--- config.mk ---
export PLATFORM = sky130hd
export DESIGN_NAME = cycle_fraction_time_sensor
export DESIGN_NICKNAME = d
export VERILOG_FILES = /design/src/hw/rtl/cfts_pkg.sv /design/src/hw/rtl/cycle_fraction_time_sensor.sv
export SDC_FILE = /design/constraint.sdc
export NUM_CORES = 2
export LEC_CHECK = 0
export ABC_AREA = 0
export ABC_CLOCK_PERIOD_IN_PS = 15100
export BUFFER_PORTS_ARGS = -buffer_cell sky130_fd_sc_hd__buf_2
export CAP_MARGIN = 20
export CORE_UTILIZATION = 25
export CTS_CLUSTER_DIAMETER = 150
export DETAILED_ROUTE_END_ITERATION = 8
export PLACE_DENSITY = 0.43
export REMOVE_ABC_BUFFERS = 1
export SYNTH_ARGS = -nofsm -noshare
export SYNTH_HDL_FRONTEND = slang
export SYNTH_SLANG_ARGS = --single-unit
--- constraint.sdc ---
create_clock -name clk -period 15.1 [get_ports clk]
set_input_delay 3.02 -clock clk [delete_from_list [all_inputs] [get_ports clk]]
set_output_delay 3.02 -clock clk [all_outputs]
set_load 0.005 [all_outputs]
--- src/hw/rtl/cfts_pkg.sv ---
`timescale 1ns / 1ps
// Package for the cycle fraction time sensor: widths, register indexes,
// function codes and reset values. No dependencies.
package cfts_pkg;

    // Field widths.
    localparam int TIME_BITS = 48;
    localparam int FRAC_BITS = 16;
    localparam int IV_BITS   = 32;
    localparam int FRAC_W    = FRAC_BITS + 1;

    // Stream payload widths, rounded up to whole bytes.
    localparam int S_TDATA_W = ((TIME_BITS + 1 + 7) / 8) * 8;
    localparam int M_PAY_W   = 1 + FRAC_W + 1 + TIME_BITS + 1 + TIME_BITS + 3;
    localparam int M_TDATA_W = ((M_PAY_W + 7) / 8) * 8;

    // Configuration port.
    localparam int CFG_IDX_W  = 3;
    localparam int CFG_DATA_W = TIME_BITS;

    typedef enum logic [CFG_IDX_W-1:0] {
        REG_CYCLE_INTERVAL = 3'd0,
        REG_LOOP_MODE      = 3'd1,
        REG_START_TIME     = 3'd2,
        REG_STOP_TIME      = 3'd3
    } cfg_reg_t;

    // Input item kinds, carried in tuser.
    localparam logic FUNC_TICK   = 1'b0;
    localparam logic FUNC_ENABLE = 1'b1;

    localparam logic [IV_BITS-1:0] IV_RESET = IV_BITS'(1000000);
    localparam logic [FRAC_W-1:0]  FRAC_ONE = FRAC_W'(1) << FRAC_BITS;

    // Long division of {offset, FRAC_BITS zeros} by the interval, two bits a cycle.
    localparam int DIV_STEPS = (TIME_BITS + FRAC_BITS + 1) / 2;
    localparam int DIVD_W    = 2 * DIV_STEPS;
    localparam int CNT_W     = $clog2(DIV_STEPS);

endpackage

--- src/hw/rtl/cycle_fraction_time_sensor.sv ---
`timescale 1ns / 1ps
// Top level of the cycle fraction time sensor: config registers, the sensor
// state machine and a radix-4 serial divider. Depends on cfts_pkg.
//
// Usage:
// - The input stream carries one item per transfer. tuser selects the kind:
//   a time tick (time_now used) or a write of the enabled flag
//   (enable_value used). Every item yields exactly one result transfer.
// - The result gives the cycle fraction in unsigned 1.16 fixed point
//   (65536 is 1.0), the cycle wrap time, the emitted time, and the active
//   flag with its rise and fall marks. Each value field reads 0 when its
//   valid flag is low.
// - An item is taken only once the previous one is done. The divider works
//   out the remainder and the fraction bits of (offset << 16) / cycle_interval
//   two bits a cycle, after setup steps for the wide compares, the offset and
//   the limit, and before a final step that settles the result.
// - A finished result sits in the output register; the block keeps
//   accepting and working on the next item. If the receiver still stalls
//   when that item is done, the block holds it until the output frees up.
// - Reset sets cycle_interval to 1000000, loop_mode, start and stop times to
//   0, the sensor enabled, inactive and not finished, with no fraction seen.
// - Configuration writes are taken at any edge with cfg_we high (loop mode and
//   start time only while inactive) and must only be issued while the block is idle.
module cycle_fraction_time_sensor (
    input  logic                                clk,
    input  logic                                rst_n,
    // Input stream
    input  logic                                s_axis_tvalid,
    output logic                                s_axis_tready,
    // tdata: time_now [47:0], enable_value [48], zero padding above
    input  logic [cfts_pkg::S_TDATA_W-1:0]      s_axis_tdata,
    // tuser: func (0 time tick, 1 set enabled flag)
    input  logic                                s_axis_tuser,
    // Result stream
    output logic                                m_axis_tvalid,
    input  logic                                m_axis_tready,
    // tdata: fraction_valid [0], fraction [17:1], cycle_time_valid [18],
    // cycle_time [66:19], time_valid [67], time_out [115:68],
    // active_rise [116], active_fall [117], active [118], zero padding above
    output logic [cfts_pkg::M_TDATA_W-1:0]      m_axis_tdata,
    // Configuration write port
    input  logic                                cfg_we,
    input  logic [cfts_pkg::CFG_IDX_W-1:0]      cfg_index,
    input  logic [cfts_pkg::CFG_DATA_W-1:0]     cfg_data
);
    import cfts_pkg::*;

    typedef enum logic [5:0] {
        ST_IDLE = 6'b000001,
        ST_CMP  = 6'b000010,
        ST_OFF  = 6'b000100,
        ST_LIM  = 6'b001000,
        ST_DIV  = 6'b010000,
        ST_FIN  = 6'b100000
    } state_t;

    // One radix-2 restoring step of the divider.
    function automatic logic [IV_BITS:0] div_step(
        input logic [IV_BITS-1:0] rem,
        input logic               bit_in,
        input logic [IV_BITS-1:0] divisor
    );
        logic [IV_BITS:0] trial;
        logic [IV_BITS:0] diff;
        trial = {rem, bit_in};
        diff  = trial - {1'b0, divisor};
        if (trial >= {1'b0, divisor})
        begin
            div_step = {1'b1, diff[IV_BITS-1:0]};
        end
        else
        begin
            div_step = {1'b0, trial[IV_BITS-1:0]};
        end
    endfunction

    // Control state.
    state_t                 state_reg, state_next;
    logic [CNT_W-1:0]       cnt_reg;
    logic                   m_valid_reg;

    // Configuration registers.
    logic [IV_BITS-1:0]     iv_reg;
    logic                   loop_reg;
    logic [TIME_BITS-1:0]   start_reg;
    logic [TIME_BITS-1:0]   stop_reg;

    // Sensor state.
    logic                   enabled_reg, enabled_next;
    logic                   active_reg, active_next;
    logic                   finished_reg, finished_next;
    logic [FRAC_W-1:0]      last_frac_reg, last_frac_next;
    logic                   seen_reg, seen_next;
    logic [TIME_BITS-1:0]   last_time_reg, last_time_next;

    // Item datapath.
    logic                   func_reg;
    logic [TIME_BITS-1:0]   t_reg;
    logic                   en_reg;
    logic                   ge_start_reg;
    logic                   stop_ge_start_reg;
    logic                   t_ge_stop_reg;
    logic [TIME_BITS-1:0]   t1_reg;
    logic [TIME_BITS-1:0]   off_reg;
    logic                   over_reg;
    logic [TIME_BITS-1:0]   end_time_reg;
    logic [DIVD_W-1:0]      divd_reg;
    logic [IV_BITS-1:0]     rem_reg;
    logic [FRAC_BITS-1:0]   quo_reg;
    logic [M_TDATA_W-1:0]   m_data_reg;

    // Combinational helpers.
    logic [TIME_BITS-1:0]   src_time;
    logic                   stop_hit_off;
    logic [TIME_BITS-1:0]   t1_sel;
    logic [IV_BITS:0]       step_hi;
    logic [IV_BITS:0]       step_lo;
    logic                   in_fire;
    logic                   out_free;
    logic                   fin_fire;

    // Result of the item in the last cycle.
    logic                   stop_hit;
    logic                   go;
    logic                   one_shot_end;
    logic                   force_upd;
    logic                   fin_now;
    logic                   upd_f;
    logic [FRAC_W-1:0]      f_val;
    logic [TIME_BITS-1:0]   t1x;
    logic                   r_fv;
    logic [FRAC_W-1:0]      r_fr;
    logic                   r_cv;
    logic [TIME_BITS-1:0]   r_ct;
    logic                   r_tv;
    logic [TIME_BITS-1:0]   r_to;
    logic                   r_rise;
    logic                   r_fall;

    assign in_fire       = s_axis_tvalid && s_axis_tready;
    assign s_axis_tready = (state_reg == ST_IDLE);
    assign out_free      = !m_valid_reg || m_axis_tready;
    assign fin_fire      = (state_reg == ST_FIN) && out_free;
    assign m_axis_tvalid = m_valid_reg;
    assign m_axis_tdata  = m_data_reg;

    // Offset source: the tick time, or the last time on an enabled-flag write.
    assign src_time     = (func_reg == FUNC_TICK) ? t_reg : last_time_reg;
    assign stop_hit_off = (func_reg == FUNC_TICK) && stop_ge_start_reg && t_ge_stop_reg;
    assign t1_sel       = stop_hit_off ? stop_reg : src_time;

    // Two chained divider steps per cycle.
    assign step_hi = div_step(rem_reg, divd_reg[DIVD_W-1], iv_reg);
    assign step_lo = div_step(step_hi[IV_BITS-1:0], divd_reg[DIVD_W-2], iv_reg);

    // Sequencer.
    always_comb
    begin
        state_next = state_reg;
        case (state_reg)
            ST_IDLE:
            begin
                if (in_fire)
                begin
                    state_next = ST_CMP;
                end
            end
            ST_CMP:  state_next = ST_OFF;
            ST_OFF:  state_next = ST_LIM;
            ST_LIM:  state_next = ST_DIV;
            ST_DIV:
            begin
                if (cnt_reg == CNT_W'(DIV_STEPS - 1))
                begin
                    state_next = ST_FIN;
                end
            end
            ST_FIN:
            begin
                if (out_free)
                begin
                    state_next = ST_IDLE;
                end
            end
            default: state_next = ST_IDLE;
        endcase
    end

    // Sensor decisions once the fraction is known.
    always_comb
    begin
        stop_hit     = stop_ge_start_reg && t_ge_stop_reg;
        go           = 1'b0;
        one_shot_end = !loop_reg && over_reg;
        force_upd    = 1'b0;
        fin_now      = 1'b0;
        upd_f        = 1'b0;
        f_val        = {1'b0, quo_reg};
        t1x          = t1_reg;
        r_fv         = 1'b0;
        r_fr         = '0;
        r_cv         = 1'b0;
        r_ct         = '0;
        r_tv         = 1'b0;
        r_to         = '0;
        r_rise       = 1'b0;
        r_fall       = 1'b0;

        enabled_next   = enabled_reg;
        active_next    = active_reg;
        finished_next  = finished_reg;
        last_frac_next = last_frac_reg;
        seen_next      = seen_reg;
        last_time_next = last_time_reg;

        if (func_reg == FUNC_ENABLE)
        begin
            if (en_reg != enabled_reg)
            begin
                enabled_next = en_reg;
                if (!en_reg)
                begin
                    // Disabling: emit the fraction of the last time seen.
                    r_cv           = seen_reg && (f_val < last_frac_reg);
                    r_ct           = r_cv ? last_time_reg : '0;
                    r_fv           = 1'b1;
                    r_fr           = f_val;
                    last_frac_next = f_val;
                    seen_next      = 1'b1;
                    r_tv           = 1'b1;
                    r_to           = last_time_reg;
                    r_fall         = active_reg;
                    active_next    = 1'b0;
                end
                else
                begin
                    finished_next = 1'b0;
                end
            end
        end
        else if (!enabled_reg)
        begin
            last_time_next = t_reg;
        end
        else if (ge_start_reg)
        begin
            // A finished sensor stays silent at and past the stop time, and a
            // finished one-shot stays silent past its single cycle.
            go = !(stop_hit && finished_reg)
                 && !(one_shot_end && finished_reg && !stop_hit);
            if (go)
            begin
                r_rise    = !active_reg;
                force_upd = stop_hit || one_shot_end;
                fin_now   = stop_hit || one_shot_end || finished_reg;
                if (one_shot_end)
                begin
                    f_val = FRAC_ONE;
                    t1x   = end_time_reg;
                end
                upd_f = force_upd || !seen_reg || (f_val != last_frac_reg);
                r_cv  = one_shot_end || (upd_f && seen_reg && (f_val < last_frac_reg));
                r_ct  = r_cv ? t1x : '0;
                if (upd_f)
                begin
                    r_fv           = 1'b1;
                    r_fr           = f_val;
                    last_frac_next = f_val;
                    seen_next      = 1'b1;
                end
                if (force_upd || (t_reg != last_time_reg))
                begin
                    r_tv           = 1'b1;
                    r_to           = t_reg;
                    last_time_next = t_reg;
                end
                finished_next = fin_now;
                active_next   = !fin_now;
                r_fall        = fin_now;
            end
        end
    end

    // Control registers, configuration and sensor state.
    always_ff @(posedge clk or negedge rst_n)
    begin
        if (!rst_n)
        begin
            state_reg     <= ST_IDLE;
            cnt_reg       <= '0;
            m_valid_reg   <= 1'b0;
            iv_reg        <= IV_RESET;
            loop_reg      <= 1'b0;
            start_reg     <= '0;
            stop_reg      <= '0;
            enabled_reg   <= 1'b1;
            active_reg    <= 1'b0;
            finished_reg  <= 1'b0;
            last_frac_reg <= '0;
            seen_reg      <= 1'b0;
            last_time_reg <= '0;
        end
        else
        begin
            state_reg <= state_next;

            if (state_reg == ST_LIM)
            begin
                cnt_reg <= '0;
            end
            else if (state_reg == ST_DIV)
            begin
                cnt_reg <= cnt_reg + 1'b1;
            end

            if (fin_fire)
            begin
                m_valid_reg <= 1'b1;
            end
            else if (m_axis_tready)
            begin
                m_valid_reg <= 1'b0;
            end

            if (fin_fire)
            begin
                enabled_reg   <= enabled_next;
                active_reg    <= active_next;
                finished_reg  <= finished_next;
                last_frac_reg <= last_frac_next;
                seen_reg      <= seen_next;
                last_time_reg <= last_time_next;
            end

            // Configuration writes; loop mode and start hold while active.
            if (cfg_we)
            begin
                case (cfg_index)
                    REG_CYCLE_INTERVAL:
                    begin
                        iv_reg       <= (cfg_data[IV_BITS-1:0] == '0) ? IV_BITS'(1)
                                                                       : cfg_data[IV_BITS-1:0];
                        finished_reg <= 1'b0;
                    end
                    REG_LOOP_MODE:
                    begin
                        if (!active_reg)
                        begin
                            loop_reg     <= cfg_data[0];
                            finished_reg <= 1'b0;
                        end
                    end
                    REG_START_TIME:
                    begin
                        if (!active_reg)
                        begin
                            start_reg    <= cfg_data[TIME_BITS-1:0];
                            finished_reg <= 1'b0;
                        end
                    end
                    REG_STOP_TIME:
                    begin
                        stop_reg     <= cfg_data[TIME_BITS-1:0];
                        finished_reg <= 1'b0;
                    end
                    default:
                    begin
                    end
                endcase
            end
        end
    end

    // Item datapath: wide compares, offset, divider and output register.
    always_ff @(posedge clk)
    begin
        if (in_fire)
        begin
            func_reg <= s_axis_tuser;
            t_reg    <= s_axis_tdata[TIME_BITS-1:0];
            en_reg   <= s_axis_tdata[TIME_BITS];
        end

        if (state_reg == ST_CMP)
        begin
            ge_start_reg      <= src_time >= start_reg;
            stop_ge_start_reg <= stop_reg >= start_reg;
            t_ge_stop_reg     <= t_reg >= stop_reg;
        end

        if (state_reg == ST_OFF)
        begin
            t1_reg  <= t1_sel;
            off_reg <= ge_start_reg ? (t1_sel - start_reg) : '0;
        end

        if (state_reg == ST_LIM)
        begin
            over_reg     <= off_reg >= TIME_BITS'(iv_reg);
            end_time_reg <= start_reg + TIME_BITS'(iv_reg);
            divd_reg     <= DIVD_W'({off_reg, {FRAC_BITS{1'b0}}});
            rem_reg      <= '0;
            quo_reg      <= '0;
        end
        else if (state_reg == ST_DIV)
        begin
            divd_reg <= {divd_reg[DIVD_W-3:0], 2'b00};
            rem_reg  <= step_lo[IV_BITS-1:0];
            quo_reg  <= {quo_reg[FRAC_BITS-3:0], step_hi[IV_BITS], step_lo[IV_BITS]};
        end

        if (fin_fire)
        begin
            m_data_reg <= M_TDATA_W'({active_next, r_fall, r_rise, r_to, r_tv,
                                      r_ct, r_cv, r_fr, r_fv});
        end
    end

    // The partial remainder always stays below the interval.
    a_rem_below_iv: assert property (@(posedge clk) disable iff (!rst_n)
        (state_reg == ST_DIV) |-> (rem_reg < iv_reg))
        else $error("divider remainder reached the interval");

    // The divider runs its full count and then settles the result.
    a_div_done: assert property (@(posedge clk) disable iff (!rst_n)
        (state_reg == ST_DIV && cnt_reg == CNT_W'(DIV_STEPS - 1)) |=> (state_reg == ST_FIN))
        else $error("divider did not hand over to the result cycle");

    // A sensor that fell inactive cannot report itself active.
    a_fall_inactive: assert property (@(posedge clk) disable iff (!rst_n)
        (m_valid_reg && m_data_reg[M_PAY_W-2]) |-> !m_data_reg[M_PAY_W-1])
        else $error("active flag set together with a fall");

    // A fraction never exceeds one, and reads zero when not emitted.
    a_frac_range: assert property (@(posedge clk) disable iff (!rst_n)
        m_valid_reg |-> ((m_data_reg[FRAC_W:1] <= FRAC_ONE)
                         && (m_data_reg[0] || m_data_reg[FRAC_W:1] == '0)))
        else $error("fraction out of range");

    // A loaded result is presented, and the block is back in idle.
    a_result_loaded: assert property (@(posedge clk) disable iff (!rst_n)
        fin_fire |=> m_valid_reg && (state_reg == ST_IDLE))
        else $error("settled result was not presented");

endmodule
== Word level (Yosys, flattened, before mapping) ==
Cells that the tools add are included.

* Flip-flop bits (word level): 623
* Bits in latches: 0
* Bits in writable memories: 0
* Bits in read-only memories: 0
* Input port bits: 113
* Word-level logic and storage cells: 215
* Memories kept: 0

* Add/subtract/negate cells: 5
* Multiply operators: 0
* Divide/modulo/power cells: 0
* Magnitude comparators: 8
* Equality and inequality tests: 21
* Shift operators: 0
* Muxes and demuxes: 101
* Bitwise operators: 5
* Reductions and logical operators: 47

{| class="wikitable"
|+ Operators by type and width
! cell !! number
|-
| two-way mux 48 bit || 22
|-
| two-way mux 17 bit || 17
|-
| greater-or-equal comparator 48 bit || 3
|-
| two-way mux 64 bit || 2
|-
| greater-or-equal comparator 33 x 32 -> 1 bit || 2
|-
| two-way mux 33 bit || 2
|-
| subtractor 32 bit || 2
|-
| adder 48 x 32 -> 48 bit || 1
|-
| greater-or-equal comparator 48 x 32 -> 1 bit || 1
|-
| two-way mux 1 bit || 48
|-
| != test 48 bit || 1
|-
| subtractor 48 bit || 1
|-
| case mux 6 bit (6 select lines) || 1
|-
| zero test 32 bit || 1
|-
| two-way mux 16 bit || 2
|-
| two-way mux 32 bit || 1
|-
| two-way mux 6 bit || 3
|-
| < comparator 16 x 17 -> 1 bit || 1
|-
| < comparator 17 bit || 1
|-
| != test 17 bit || 1
|-
| logical AND 1 bit || 13
|-
| AND reduction 3 bit || 4
|-
| nonzero test 2 bit || 6
|-
| two-way mux 5 bit || 2
|-
| 23 further kinds || 49
|}

== Depth between registers and ports, before layout ==
* Depth in word-level cells: 20
* Depth in mapped cells: 26
* Depth with buffers taken out: 23

== Worst setup path before layout ==
No wires, ideal clock.

* Path kind: input to register
* From: input m_axis_tready
* To: register last_frac_reg[10]
* Library setup time: 66 ps
* Arrival time: 8710 ps
* Setup slack: 6324 ps
* Cell stages on the path: 7
* Path buffers: 2
* Cell sequence: nand2b_1 -> nor2b_1 -> clkbuf_1 -> o21ai_1 -> nor2_1 -> clkbuf_1 -> a22o_1

* Word-level cells in the longest chain between the ends: 3

{| class="wikitable"
|+ RTL lines
! item !! RTL line !! text
|-
| from (decl) || cycle_fraction_time_sensor.sv:36 || <nowiki>input logic m_axis_tready,</nowiki>
|-
| logical OR 1 bit || cycle_fraction_time_sensor.sv:142 || <nowiki>assign out_free = !m_valid_reg || m_axis_tready;</nowiki>
|-
| logical AND 1 bit || cycle_fraction_time_sensor.sv:143 || <nowiki>assign fin_fire = (state_reg == ST_FIN) && out_free;</nowiki>
|-
| via fin_fire || cycle_fraction_time_sensor.sv:120 || <nowiki>logic fin_fire;</nowiki>
|-
| AND reduction 7 bit (no source line) || n/a ||
|-
| to (signal assigned) || cycle_fraction_time_sensor.sv:330 || <nowiki>last_frac_reg <= last_frac_next;</nowiki>
|-
| to (decl) || cycle_fraction_time_sensor.sv:92 || <nowiki>logic [FRAC_W-1:0] last_frac_reg, last_frac_next;</nowiki>
|}

The timed path passes the listed nets, and every way through them passes these cells.
A chain may end at the register's enable or synchronous reset.

== Final worst setup path ==
* From: register iv_reg[17]
* To: register rem_reg[31]

* Word-level cells in the longest chain between the ends: 4
* Elaborated cells on any way between the ends: 6
* Classes of those cells: add/sub: 2; order compare: 2; mux: 2

{| class="wikitable"
|+ RTL lines
! item !! RTL line !! text
|-
| from (decl) || cycle_fraction_time_sensor.sv:83 || <nowiki>logic [IV_BITS-1:0] iv_reg;</nowiki>
|-
| from (signal assigned) || cycle_fraction_time_sensor.sv:341 || <nowiki>iv_reg <= (cfg_data[IV_BITS-1:0] == '0) ? IV_BITS'(1)</nowiki>
|-
| subtractor 32 bit / greater-or-equal comparator 33 x 32 -> 1 bit (equally long branches) || cycle_fraction_time_sensor.sv:66, cycle_fraction_time_sensor.sv:67 ||
|-
| two-way mux 33 bit || cycle_fraction_time_sensor.sv:67 || <nowiki>if (trial >= {1'b0, divisor})</nowiki>
|-
| subtractor 32 bit / greater-or-equal comparator 33 x 32 -> 1 bit (equally long branches) || cycle_fraction_time_sensor.sv:66, cycle_fraction_time_sensor.sv:67 ||
|-
| two-way mux 33 bit * || cycle_fraction_time_sensor.sv:67 ||
|-
| to (signal assigned) || cycle_fraction_time_sensor.sv:408 || <nowiki>rem_reg <= step_lo[IV_BITS-1:0];</nowiki>
|-
| to (decl) || cycle_fraction_time_sensor.sv:108 || <nowiki>logic [IV_BITS-1:0] rem_reg;</nowiki>
|}

Every way passes the cells marked *; elsewhere a longest branch is shown, timed or not.

==> results.md <==
* Status: finished, final reports clean
* Worst vdd ir at 0.00008057 V
* Synth warn at 0
* Layout area overhead at 16.90%
* Unrepaired setup endpoints after global routing: false
* Total negative slack at 0 ps
* Async set-reset flop share out of synthesis at 33.71%
* First-pass GRT wire length at 192.8 mm
* Seq pwr share at 32.2%
* Fin. max-slew vios at 0
* Core area at 149,800 um2
* Max FFs per register at 119
* Clock Tree Root: clkbuf_16
* Sequential share of the synthesized area at 45.57%
* Port Buf Inserts at 226
* Chip width at 390.4 um
* Internal at 4.257 mW
* Site Rows at 142
* Hold_ws at 467.5 ps
* Register area at 17,190 um2
* DP HPWL at 98.56 mm
* Worst relative slew slack at 16.43%
* GPL Wtd Cong at 0.8651
* Final wirelength at 132.2 mm
* Share of cells above drive strength 1 at 18.61%
* Syn Area/Cell at 10.96 um2
* RR Startpoint: iv_reg[17]
* Largest net degree at the start of global routing at 65
* Highest clock rate at 134.3 MHz
* Cts hold-fix bufs at 0
* Clock transition at the registers of the reported paths at 60 ps
* Critical Path Sink Type: flip-flop
* Initial antenna violation count at 27
* Top_reg_cell synth: edfxtp_1
* # Post-CTS Setup Buffers at 0
* Die Y at 390.4 um
* Post-synthesis instance total at 3,443
* Period minus WS final at 7445 ps
* WP data arrival at 8020 ps
* Cts repair resizes at 0
* H-tree Lvls at 3
* Sw Ratio at 37.46%
* Initial Util at 25.18%
* Worst Setup SP: iv_reg[17]
* Vias at 27.78k
* Final setup skew at 43.37 ps
* Pre-CTS WS at 7617 ps
* #FFs+latches synth at 623
* Worst setup margin at 7655 ps
* Post-synthesis cell area at 37,720 um2
* Final setup vio count at 0
* Congestion Overflow GR at 0
* Final hold vios at 0
* Layout fillers at 15.59k
* Clk buf depth at 3
* CTS Sinks at 623
* MaxCap Viol Count at 0
* Drt drc at 0
* Die ar. at 152,400 um2
* DRT antenna net count at 0
* Cell area power density at 154.4 nW/um2
* Critical Path Fanout Max at 25
* Area of the multi-input gates at 19,390 um2
* Critical path class: reg -> reg
* Combinational power share at 37.3%
* Number of global-route vias before repair at 27.82k
* Startpoint types: flip-flop
* Hold Path Origin: rem_reg[16]
* EDFF count, synth at 365
* Worst skew pair latency at 700 ps
* Clock power share at 30.5%
* Hold Path Class: reg -> reg
* Drt pass-1 iters at 5
* Worst Path Required at 15,670 ps
* Top-Level Pins at 235
* Final-stage net count at 4,148
* CTS tree: built
* Switch Pwr at 2.550 mW
* Period utilization at 49.30%
* P_leak at 18.41 nW
* Slew @ Worst Pin at 1242 ps
* Iter 0 DRT Violations at 1,904
* Util after Layout at 29.44%
* Yosys cell types at 97
* Ratio of routed vias to standard cells at 4.816
* DR WL/cell at 22.92 um
* GRT Util Overall at 17.18%
* CTS Buf Count at 81
## synth_stat cells (all sizes together) (6+ instances only)
cell | count | share of area [%]
and3 | 21 | 0.35
o31ai | 17 | 0.35
a211oi | 22 | 0.47
nor3b | 11 | 0.22
mux2i | 72 | 1.9
mux2 | 240 | 7.2
o2bb2ai | 50 | 1.2
a21oi | 185 | 2.5
a22o | 83 | 1.9
nor2b | 57 | 0.95
nand2 | 314 | 3.1
nor4 | 30 | 0.51
dfrtp | 201 | 13
and2 | 30 | 0.50
or3 | 6 | 0.11
nand3b | 6 | 0.12
o211ai | 17 | 0.34
buf | 36 | 0.46
dfxtp | 48 | 2.5
edfxtp | 365 | 29
nand3 | 43 | 0.62
a211o | 9 | 0.23
o21a | 30 | 0.60
nor3 | 28 | 0.37
o21bai | 19 | 0.38
o21ai | 172 | 2.3
a31oi | 20 | 0.37
a31o | 7 | 0.19
xor2 | 73 | 1.7
inv | 197 | 2.0
clkbuf | 75 | 0.75
ha | 354 | 12
or2 | 8 | 0.13
a41oi | 8 | 0.26
xnor2 | 112 | 2.6
nand2b | 41 | 0.68
nor2 | 156 | 1.6
dfstp | 9 | 0.63
a21o | 130 | 2.6
nand4 | 64 | 1.1
## power by group through the flow
stage | sequential (mW) | clock, mW | combinational (mW)
2_1_floorplan | 2.16 | 0 | 1.78
3_3_place_gp | 2.22 | 0 | 2.52
3_5_place_dp | 2.22 | 0 | 2.52
4_1_cts | 2.19 | 2.14 | 2.54
5_1_grt | 2.21 | 2.19 | 2.82
6_report | 2.19 | 2.07 | 2.54
## cells in the final DEF (no fill, tap or decap), types with 12 or more instances in the layout
master / instances
nand4_1: 62
clkbuf_16: 81
inv_1: 193
a21o_1: 130
dfxtp_1: 48
and3_1: 21
a31oi_1: 19
o21bai_1: 19
buf_2: 225
o211ai_1: 17
mux2i_1: 72
a21oi_1: 184
clkbuf_1: 14
buf_4: 36
nand2_1: 314
mux2_2: 240
a211oi_1: 21
bufinv_16: 12
dfrtp_1: 201
xnor2_1: 112
o21a_1: 30
nor2b_1: 55
nor3_1: 26
nand3_1: 39
o21ai_0: 159
nor2_1: 155
and2_1: 28
a22o_1: 83
clkinv_2: 12
o31ai_1: 16
xor2_1: 73
o2bb2ai_1: 49
ha_1: 354
edfxtp_1: 365
nand2b_1: 41
nor4_1: 29
## worst paths after layout
path	endpoint	slack [ps]	cells past startpoint
min	rem_reg[16]	470	2
max in group asynchronous	last_time_reg[1]	10940	3
min in group asynchronous	last_time_reg[28]	2280	1
max reg2reg	rem_reg[31]	7660	23
min reg2reg	rem_reg[16]	470	2
max	rem_reg[31]	7660	23
## layout make-up
type / instances / area share, %
diodes: 8 / 0.04540
clock buffers: 100 / 4.872
clock inverters: 51 / 1.515
inverters: 198 / 1.694
multi-input cells: 2511 / 43.97
flip-flops and latches: 623 / 38.98
well taps: 2016 / 5.720
repair buffers: 262 / 3.201
## per-layer routing
layer	track usage, %	up-vias	wire [um]
met5	0	-	85
met4	5.469	14	3272
met3	3.616	149	8328
met2	25.79	710	57050
met1	24.39	13650	63490
li1	-	13260	-
## per-stage QoR
| stage | instances | area, um2 | power, mW |
|---|---|---|---|
| after floorplan | 3332 | 37260 | 3.937 |
| after global placement | 5608 | 41240 | 4.742 |
| after detailed placement | 5610 | 41260 | 4.747 |
| after CTS | 5761 | 44070 | 6.871 |
| after global routing | 5767 | 44090 | 7.222 |
| final | 5769 | 44090 | 6.807 |
## cell families after synthesis
logic type	share of synthesized area [%]
XOR/XNOR	4.296
adder cells (fa/ha/maj)	11.95
AND/OR/NAND/NOR	10.59
flip-flops	45.57
AO/OA/AOI/OAI	15.32
multiplexers	9.076
buffers and inverters	3.178
other	0.009942
## worst max-delay path, cell delays in order (launching register included)
cell and delay (ps):
dfstp_2 530, inv_1 140, ha_1 440, nand3_1 230, nor4_2 420, nand3_1 200, o21ai_2 210, o21ai_1 140
nand2_1 450, buf_4 390, o311ai_0 200, o31ai_1 410, ha_1 390, and4_1 240, and3_1 210, a221o_1 290
a31oi_1 430, nand3_1 140, o21ai_1 360, o221ai_4 460, buf_4 400, nand2_1 290, nor2_1 90, a211o_1 260
Power figures use the tool's default switching activity.
